==> src/rtl/sawq_pkg.sv <==
`default_nettype none
package sawq_pkg;

  localparam int unsigned QUEUE_DEPTH    = 16;
  localparam int unsigned WAITER_ID_BITS = 8;
  localparam int unsigned CNT_W          = $clog2(QUEUE_DEPTH + 1);
  localparam int unsigned TICK_W         = 63;
  localparam int unsigned DL_W           = 64;

  localparam logic [1:0] STATUS_WOKEN    = 2'd0;
  localparam logic [1:0] STATUS_NONE_DUE = 2'd1;
  localparam logic [1:0] STATUS_ACCEPTED = 2'd2;
  localparam logic [1:0] STATUS_FULL     = 2'd3;

  localparam logic CMD_TICK  = 1'b0;
  localparam logic CMD_SLEEP = 1'b1;

  typedef struct packed {
    logic signed [DL_W-1:0]     deadline;
    logic [WAITER_ID_BITS-1:0]  waiter;
  } entry_t;

  typedef struct packed {
    logic ins;
    logic pop;
  } ctrl_t;

endpackage
`default_nettype wire

==> src/rtl/sawq_cell.sv <==
`default_nettype none
module sawq_cell (
  input  wire logic            clk_i,
  input  wire sawq_pkg::ctrl_t ctrl_i,
  input  wire sawq_pkg::entry_t new_i,
  input  wire logic            valid_i,
  input  wire sawq_pkg::entry_t prev_i,
  input  wire logic            prev_gt_i,
  input  wire sawq_pkg::entry_t next_i,
  output logic                 gt_o,
  output sawq_pkg::entry_t     entry_o
);

  sawq_pkg::entry_t entry_q, entry_d;

  // An empty cell counts as later than any new alarm.
  assign gt_o = !valid_i || (entry_q.deadline > new_i.deadline);

  always_comb begin
    entry_d = entry_q;
    if (ctrl_i.pop) begin
      entry_d = next_i;
    end else if (ctrl_i.ins) begin
      if (prev_gt_i) begin
        entry_d = prev_i;
      end else if (gt_o) begin
        entry_d = new_i;
      end
    end
  end

  always_ff @(posedge clk_i) begin
    entry_q <= entry_d;
  end

  assign entry_o = entry_q;

endmodule
`default_nettype wire

==> src/rtl/sorted_alarm_wakeup_queue.sv <==
// Sleep request: one result, registered at the accepting edge.
// Tick: one result per cycle unless the output stalls, one for each alarm popped from the
// front of the cell chain (up to QUEUE_DEPTH), or a single status result.
// The next item is taken once the last result of the previous one is registered and the
// output register is empty or transfers in that cycle; a stalled output holds the input.
// Asynchronous reset (rst_ni low) clears the tick counter, alarm count and output valid.
`default_nettype none
module sorted_alarm_wakeup_queue (
  input  wire logic        clk_i,
  input  wire logic        rst_ni,
  input  wire logic        s_axis_tvalid,
  output logic             s_axis_tready,
  input  wire logic [39:0] s_axis_tdata,   // [31:0] sleep_ticks, [39:32] waiter_id
  input  wire logic        s_axis_tuser,   // cmd
  output logic             m_axis_tvalid,
  input  wire logic        m_axis_tready,
  output logic [71:0]      m_axis_tdata,   // [7:0] woken_id, [70:8] now_ticks, [71] zero
  output logic [1:0]       m_axis_tuser,   // status
  output logic             m_axis_tlast
);

  localparam int unsigned QD  = sawq_pkg::QUEUE_DEPTH;
  localparam int unsigned IDW = sawq_pkg::WAITER_ID_BITS;
  localparam int unsigned CW  = sawq_pkg::CNT_W;
  localparam int unsigned TW  = sawq_pkg::TICK_W;
  localparam int unsigned DW  = sawq_pkg::DL_W;

  localparam logic ST_IDLE = 1'b0;
  localparam logic ST_POP  = 1'b1;

  logic          state_q, state_d;
  logic [CW-1:0] cnt_q, cnt_d;
  logic [TW-1:0] tick_q, tick_d;

  logic          out_valid_q, out_valid_d;
  logic [1:0]    out_status_q, out_status_d;
  logic [7:0]    out_id_q, out_id_d;
  logic [TW-1:0] out_now_q, out_now_d;
  logic          out_last_q, out_last_d;

  sawq_pkg::ctrl_t  ctrl;
  sawq_pkg::entry_t new_entry;
  sawq_pkg::entry_t ent [QD];
  logic             gt [QD];

  logic                 accept, out_free, full, front_due, second_due;
  logic signed [DW-1:0] sleep_ext, dl_sum, now_signed;
  logic [15:0]          id_in_wide, id_out_wide;

  assign out_free      = !out_valid_q || m_axis_tready;
  assign s_axis_tready = (state_q == ST_IDLE) && out_free;
  assign accept        = s_axis_tvalid && s_axis_tready;
  assign full          = (cnt_q == CW'(QD));

  assign sleep_ext = DW'($signed(s_axis_tdata[31:0]));
  assign dl_sum    = $signed({1'b0, tick_q}) + sleep_ext;
  assign id_in_wide = 16'(s_axis_tdata[39:32]);

  always_comb begin
    new_entry.waiter = id_in_wide[IDW-1:0];
    // Saturate a positive overflow at the largest signed deadline.
    if (!s_axis_tdata[31] && dl_sum[DW-1]) begin
      new_entry.deadline = {1'b0, {(DW-1){1'b1}}};
    end else begin
      new_entry.deadline = dl_sum;
    end
  end

  assign now_signed  = $signed({1'b0, tick_q});
  assign front_due   = (cnt_q != '0) && (ent[0].deadline <= now_signed);
  assign second_due  = (cnt_q > CW'(1)) && (ent[1].deadline <= now_signed);
  assign id_out_wide = 16'(ent[0].waiter);

  always_comb begin
    ctrl.ins = accept && (s_axis_tuser == sawq_pkg::CMD_SLEEP) && !full;
    ctrl.pop = (state_q == ST_POP) && out_free && front_due;
  end

  for (genvar i = 0; i < QD; i++) begin : g_cell
    sawq_pkg::entry_t prev_e, next_e;
    logic             prev_gt;
    if (i == 0) begin : g_first
      assign prev_e  = new_entry;
      assign prev_gt = 1'b0;
    end else begin : g_mid
      assign prev_e  = ent[i-1];
      assign prev_gt = gt[i-1];
    end
    if (i == QD - 1) begin : g_last
      assign next_e = '0;
    end else begin : g_notlast
      assign next_e = ent[i+1];
    end
    sawq_cell u_cell (
      .clk_i     (clk_i),
      .ctrl_i    (ctrl),
      .new_i     (new_entry),
      .valid_i   (cnt_q > CW'(i)),
      .prev_i    (prev_e),
      .prev_gt_i (prev_gt),
      .next_i    (next_e),
      .gt_o      (gt[i]),
      .entry_o   (ent[i])
    );
  end

  always_comb begin
    state_d      = state_q;
    cnt_d        = cnt_q;
    tick_d       = tick_q;
    out_valid_d  = out_valid_q && !m_axis_tready;
    out_status_d = out_status_q;
    out_id_d     = out_id_q;
    out_now_d    = out_now_q;
    out_last_d   = out_last_q;
    case (state_q)
      ST_IDLE: begin
        if (accept) begin
          if (s_axis_tuser == sawq_pkg::CMD_SLEEP) begin
            out_valid_d  = 1'b1;
            out_status_d = full ? sawq_pkg::STATUS_FULL : sawq_pkg::STATUS_ACCEPTED;
            out_id_d     = s_axis_tdata[39:32] & 8'(id_in_wide[IDW-1:0]);
            out_now_d    = tick_q;
            out_last_d   = 1'b1;
            if (!full) begin
              cnt_d = cnt_q + CW'(1);
            end
          end else begin
            if (tick_q != '1) begin
              tick_d = tick_q + TW'(1);
            end
            state_d = ST_POP;
          end
        end
      end
      ST_POP: begin
        if (out_free) begin
          out_valid_d = 1'b1;
          out_now_d   = tick_q;
          if (front_due) begin
            out_status_d = sawq_pkg::STATUS_WOKEN;
            out_id_d     = id_out_wide[7:0];
            out_last_d   = !second_due;
            cnt_d        = cnt_q - CW'(1);
            if (!second_due) begin
              state_d = ST_IDLE;
            end
          end else begin
            // Only reached on a tick that wakes nothing.
            out_status_d = sawq_pkg::STATUS_NONE_DUE;
            out_id_d     = '0;
            out_last_d   = 1'b1;
            state_d      = ST_IDLE;
          end
        end
      end
      default: state_d = ST_IDLE;
    endcase
  end

  always_ff @(posedge clk_i or negedge rst_ni) begin
    if (!rst_ni) begin
      state_q     <= ST_IDLE;
      cnt_q       <= '0;
      tick_q      <= '0;
      out_valid_q <= 1'b0;
    end else begin
      state_q     <= state_d;
      cnt_q       <= cnt_d;
      tick_q      <= tick_d;
      out_valid_q <= out_valid_d;
    end
  end

  always_ff @(posedge clk_i) begin
    out_status_q <= out_status_d;
    out_id_q     <= out_id_d;
    out_now_q    <= out_now_d;
    out_last_q   <= out_last_d;
  end

  assign m_axis_tvalid = out_valid_q;
  assign m_axis_tdata  = {1'b0, out_now_q, out_id_q};
  assign m_axis_tuser  = out_status_q;
  assign m_axis_tlast  = out_last_q;

endmodule
`default_nettype wire

==> config.mk <==
export PLATFORM = sky130hd
export DESIGN_NAME = sorted_alarm_wakeup_queue
export DESIGN_NICKNAME = d
export VERILOG_FILES = /design/src/rtl/sawq_pkg.sv /design/src/rtl/sawq_cell.sv /design/src/rtl/sorted_alarm_wakeup_queue.sv
export SDC_FILE = /design/constraint.sdc
export NUM_CORES = 2
export LEC_CHECK = 0
export BUFFER_PORTS_ARGS = -buffer_cell sky130_fd_sc_hd__buf_2
export CORE_MARGIN = 2
export CORE_UTILIZATION = 55
export CTS_BUF_LIST = sky130_fd_sc_hd__clkbuf_4
export CTS_CLUSTER_DIAMETER = 150
export DETAILED_ROUTE_END_ITERATION = 10
export PLACE_DENSITY = 0.78
export REMOVE_ABC_BUFFERS = 1
export SLEW_MARGIN = 20
export SYNTH_ARGS = -nofsm -noshare
export SYNTH_HDL_FRONTEND = slang
export SYNTH_SLANG_ARGS = --single-unit
==> constraint.sdc <==
create_clock -name clk_i -period 18.4 [get_ports clk_i]
set_input_delay 2.76 -clock clk_i [delete_from_list [all_inputs] [get_ports clk_i]]
set_output_delay 2.76 -clock clk_i [all_outputs]
set_load 0.01 [all_outputs]
==> flow_summary.ini <==
[synth]
synth-simple-area-share_pct = 15.66
synth-seq-cells = 1296
synth_enable_flop_cells = 1154
synth_seq_area_share_pct = 41.44
synthFlopType = edfxtp_1
synthMuxAreaShare_pct = 3.862
yosys.cell_types.count = 93
syn_inst = 9275
syn_area_sq_um = 91320
async_flop_share_pct = 5.401
synthAdderAreaFrac_pct = 16.57
syn_area_per_cell_sq_um = 9.846
yosys_warnings = 0
synth_compound_area_share_pct = 17.59
synth_top_family_by_area = compound AO/OA/AOI/OAI gates
synth_xor_xnor_area_share_pct = 1.285

[sta]
fin_tns_setup_ns = 0
setup_viol = 0
finalHoldViolCount = 0
drv_slew = 0
min_period_ns = 13.05
rsz0062_at_grt = no
fin_worst_skew_ns = 0.1482
fmax_ghz = 0.07664
slew_headroom_pct = 4.554
tightest_slew_ns = 1.419
min_period_over_period_pct = 70.92

[clocking]
cts_tree = done
cts-root-buf = clkbuf_4
cts_setup_buffers = 0
hold_buffers = 0
cts_buffers = 382
cts.repair.resized = 0
clk_pin_slew_worst_paths_ns = 0.07
cts_buffer_depth = 4
clk_latency_ns = 1.46
clock-sinks = 1296
h-tree-depth = 5

[worst_setup_path]
critPathLaunchType = input port
worstReg2RegStart = tick_q[26]$_DFFE_PN0P_
cp_max_fo = 37
cp.required_ns = 19.39
r2r_cells = 26
cpMostUsedCell = nor2_1
startpoint = s_axis_tdata[31]
critical_path_class = input port to flip-flop
cp_slowest_cell = a31oi_1
cp_data_arrival_time_ns = 14.04
crit_path_max_incr_delay_ns = 0.76
end_kind = flip-flop

[status]
status = complete, but fails checks
failed_checks = DRC

[detailed_routing]
vias = 83796
drc = 14
drt_iter0_drc = 14126
wl_microns = 368200
wire_per_inst_microns = 31.14
ant_nets = 0
routed_via_density = 7.089
drt_pass1_iterations = 11

[floorplanning]
pin_count = 122
coreArea_sq_um = 165000
die_h_microns = 411.5
initial_core_util_pct = 55.35
die_area_sq_um = 169300
std_cell_rows = 149
die_width_microns = 411.5

[global_route]
grtUsageTotal_pct = 42.49
grt_antenna_before_repair = 30
grt_remaining_overflow = 0
grt_pass1_vias = 79640
grt_pass1_wl_microns = 532700
grt_max_degree = 237

[cells_and_area]
areaGrowthSynthToFinish_pct = 7.911
final_nets = 10584
drive_gt1_share_pct = 9.829

[placed_design]
gp_congestion = 1.057
portBuffers = 120
dp_hpwl_microns = 259500

[hold_path]
holdPathStages = 2
min_from = g_cell[15].u_cell.entry_o[0]$_SDFFE_PP0P_
hp-class = flip-flop to flip-flop

[job]
cap_violations = 0
-- stage by stage --
step                setup slack, ns  hold slack (ns)  instance area [sq um]  instances  utilization, %
floorplan                    -41.65           0.4398                  88780       8687               -
global placement              3.181           0.4469                  93600      11133           56.73
detailed placement            4.471           0.4606                  93690      11137           56.78
CTS                           5.909           0.4689                  98430      11811           59.66
global route                  5.541           0.4940                  98540      11817           59.72
finish                        5.351           0.4666                  98550      11821           59.73
-- final cells by class --
class / instances / area (sq um)
flip-flops and latches: 1296 / 37850
multi-input cells: 7197 / 50590
repair buffers: 264 / 1879
clock inverters: 110 / 510.5
fillers: 13938 / 66440
diodes: 7 / 17.52
clock buffers: 564 / 4234
well taps: 2189 / 2739
inverters: 194 / 728.2
-- sequential cells by signal, indices dropped and copies added, names as in the netlist --
signal / cells
m_axis_tuser: 2
m_axis_tlast: 1
out_now_q: 63
g_cell.u_cell.entry_o: 1152
m_axis_tvalid: 1
cnt_q: 5
tick_q: 63
out_id_q: 8
state_q: 1
-- layer usage --
layer	share of wire [%]	vias up	global-route usage, %
li1	-	35857	-
met1	37	39871	56.76
met2	40	6705	58.91
met3	15	1333	13.92
met4	7.4	30	27.16
met5	0.060	-	0
-- final timing paths --
check | to | slack [ns]
max in group asynchronous | tick_q[15]$_DFFE_PN0P_ | 15.95
setup / recovery | g_cell[12].u_cell.entry_o[51]$_DFFE_PP_ | 5.35
hold reg to reg | g_cell[15].u_cell.entry_o[0]$_SDFFE_PP0P_ | 0.47
hold / removal | g_cell[15].u_cell.entry_o[0]$_SDFFE_PP0P_ | 0.47
setup reg to reg | g_cell[12].u_cell.entry_o[51]$_DFFE_PP_ | 6.38
min in group asynchronous | tick_q[55]$_DFFE_PN0P_ | 1.29
-- Yosys cell counts (all sizes together), types with 70 or more instances --
library cell     n  area, sq um
nor2           353         1325
ha            1203        15050
xnor2          105        919.6
buf            163        885.9
a21oi          403         2032
nand3          804         4024
o21ai          499         2512
dfxtp           72         1441
edfxtp        1154        34650
a21o           352         2643
nand4          238         1501
nand2         1327         4981
dfrtp           70         1752
clkbuf         423         1638
o211ai         719         5398
mux2i          349         3493
inv            194        728.2
nor3            89        445.4
-- worst max-delay path, delay by kind of cell --
kind	cells	cell delay, ns
adders and majority gates	2	0.97
AOI/OAI and AO/OA	6	2.59
buffers and inverters	4	2.74
and+or+nand+nor	15	4.71
-- placed cells by master, fill, tap and decap left out, drive strengths merged, types with 24 or more instances in the layout --
| cell type | count |
|---|---|
| buf | 264 |
| nor4 | 45 |
| or2 | 24 |
| a31oi | 30 |
| edfxtp | 1154 |
| nand4 | 238 |
| nor2b | 64 |
| nand2b | 30 |
| inv | 196 |
| a22oi | 47 |
| nand2 | 1327 |
| xnor2 | 105 |
| and3 | 33 |
| xor2 | 29 |
| ha | 1203 |
| a211oi | 55 |
| or3 | 31 |
| a221o | 58 |
| a21o | 352 |
| and4 | 30 |
| o211ai | 719 |
| nand3 | 804 |
| o21ai | 499 |
| a21oi | 403 |
| clkinv | 104 |
| dfrtp | 70 |
| clkbuf | 564 |
| nor2 | 353 |
| dfxtp | 72 |
| o21a | 33 |
| mux2i | 349 |
| nor3 | 89 |
-- logic make-up (layout without fill, tap and decap cells) --
group                      after synthesis  in the layout
DFF                                   1296           1296
adders and majority gates             1210           1210
and+or+nand+nor                       3110           3110
muxes                                  352            352
buffers and inverters                  782           1132
AOI/OAI and AO/OA                     2390           2390
other                                    1              8
xor gates and xnor gates               134            134
Power is not shown: default switching activity piles up to over one toggle a cycle in this logic, so the estimate is an artifact.
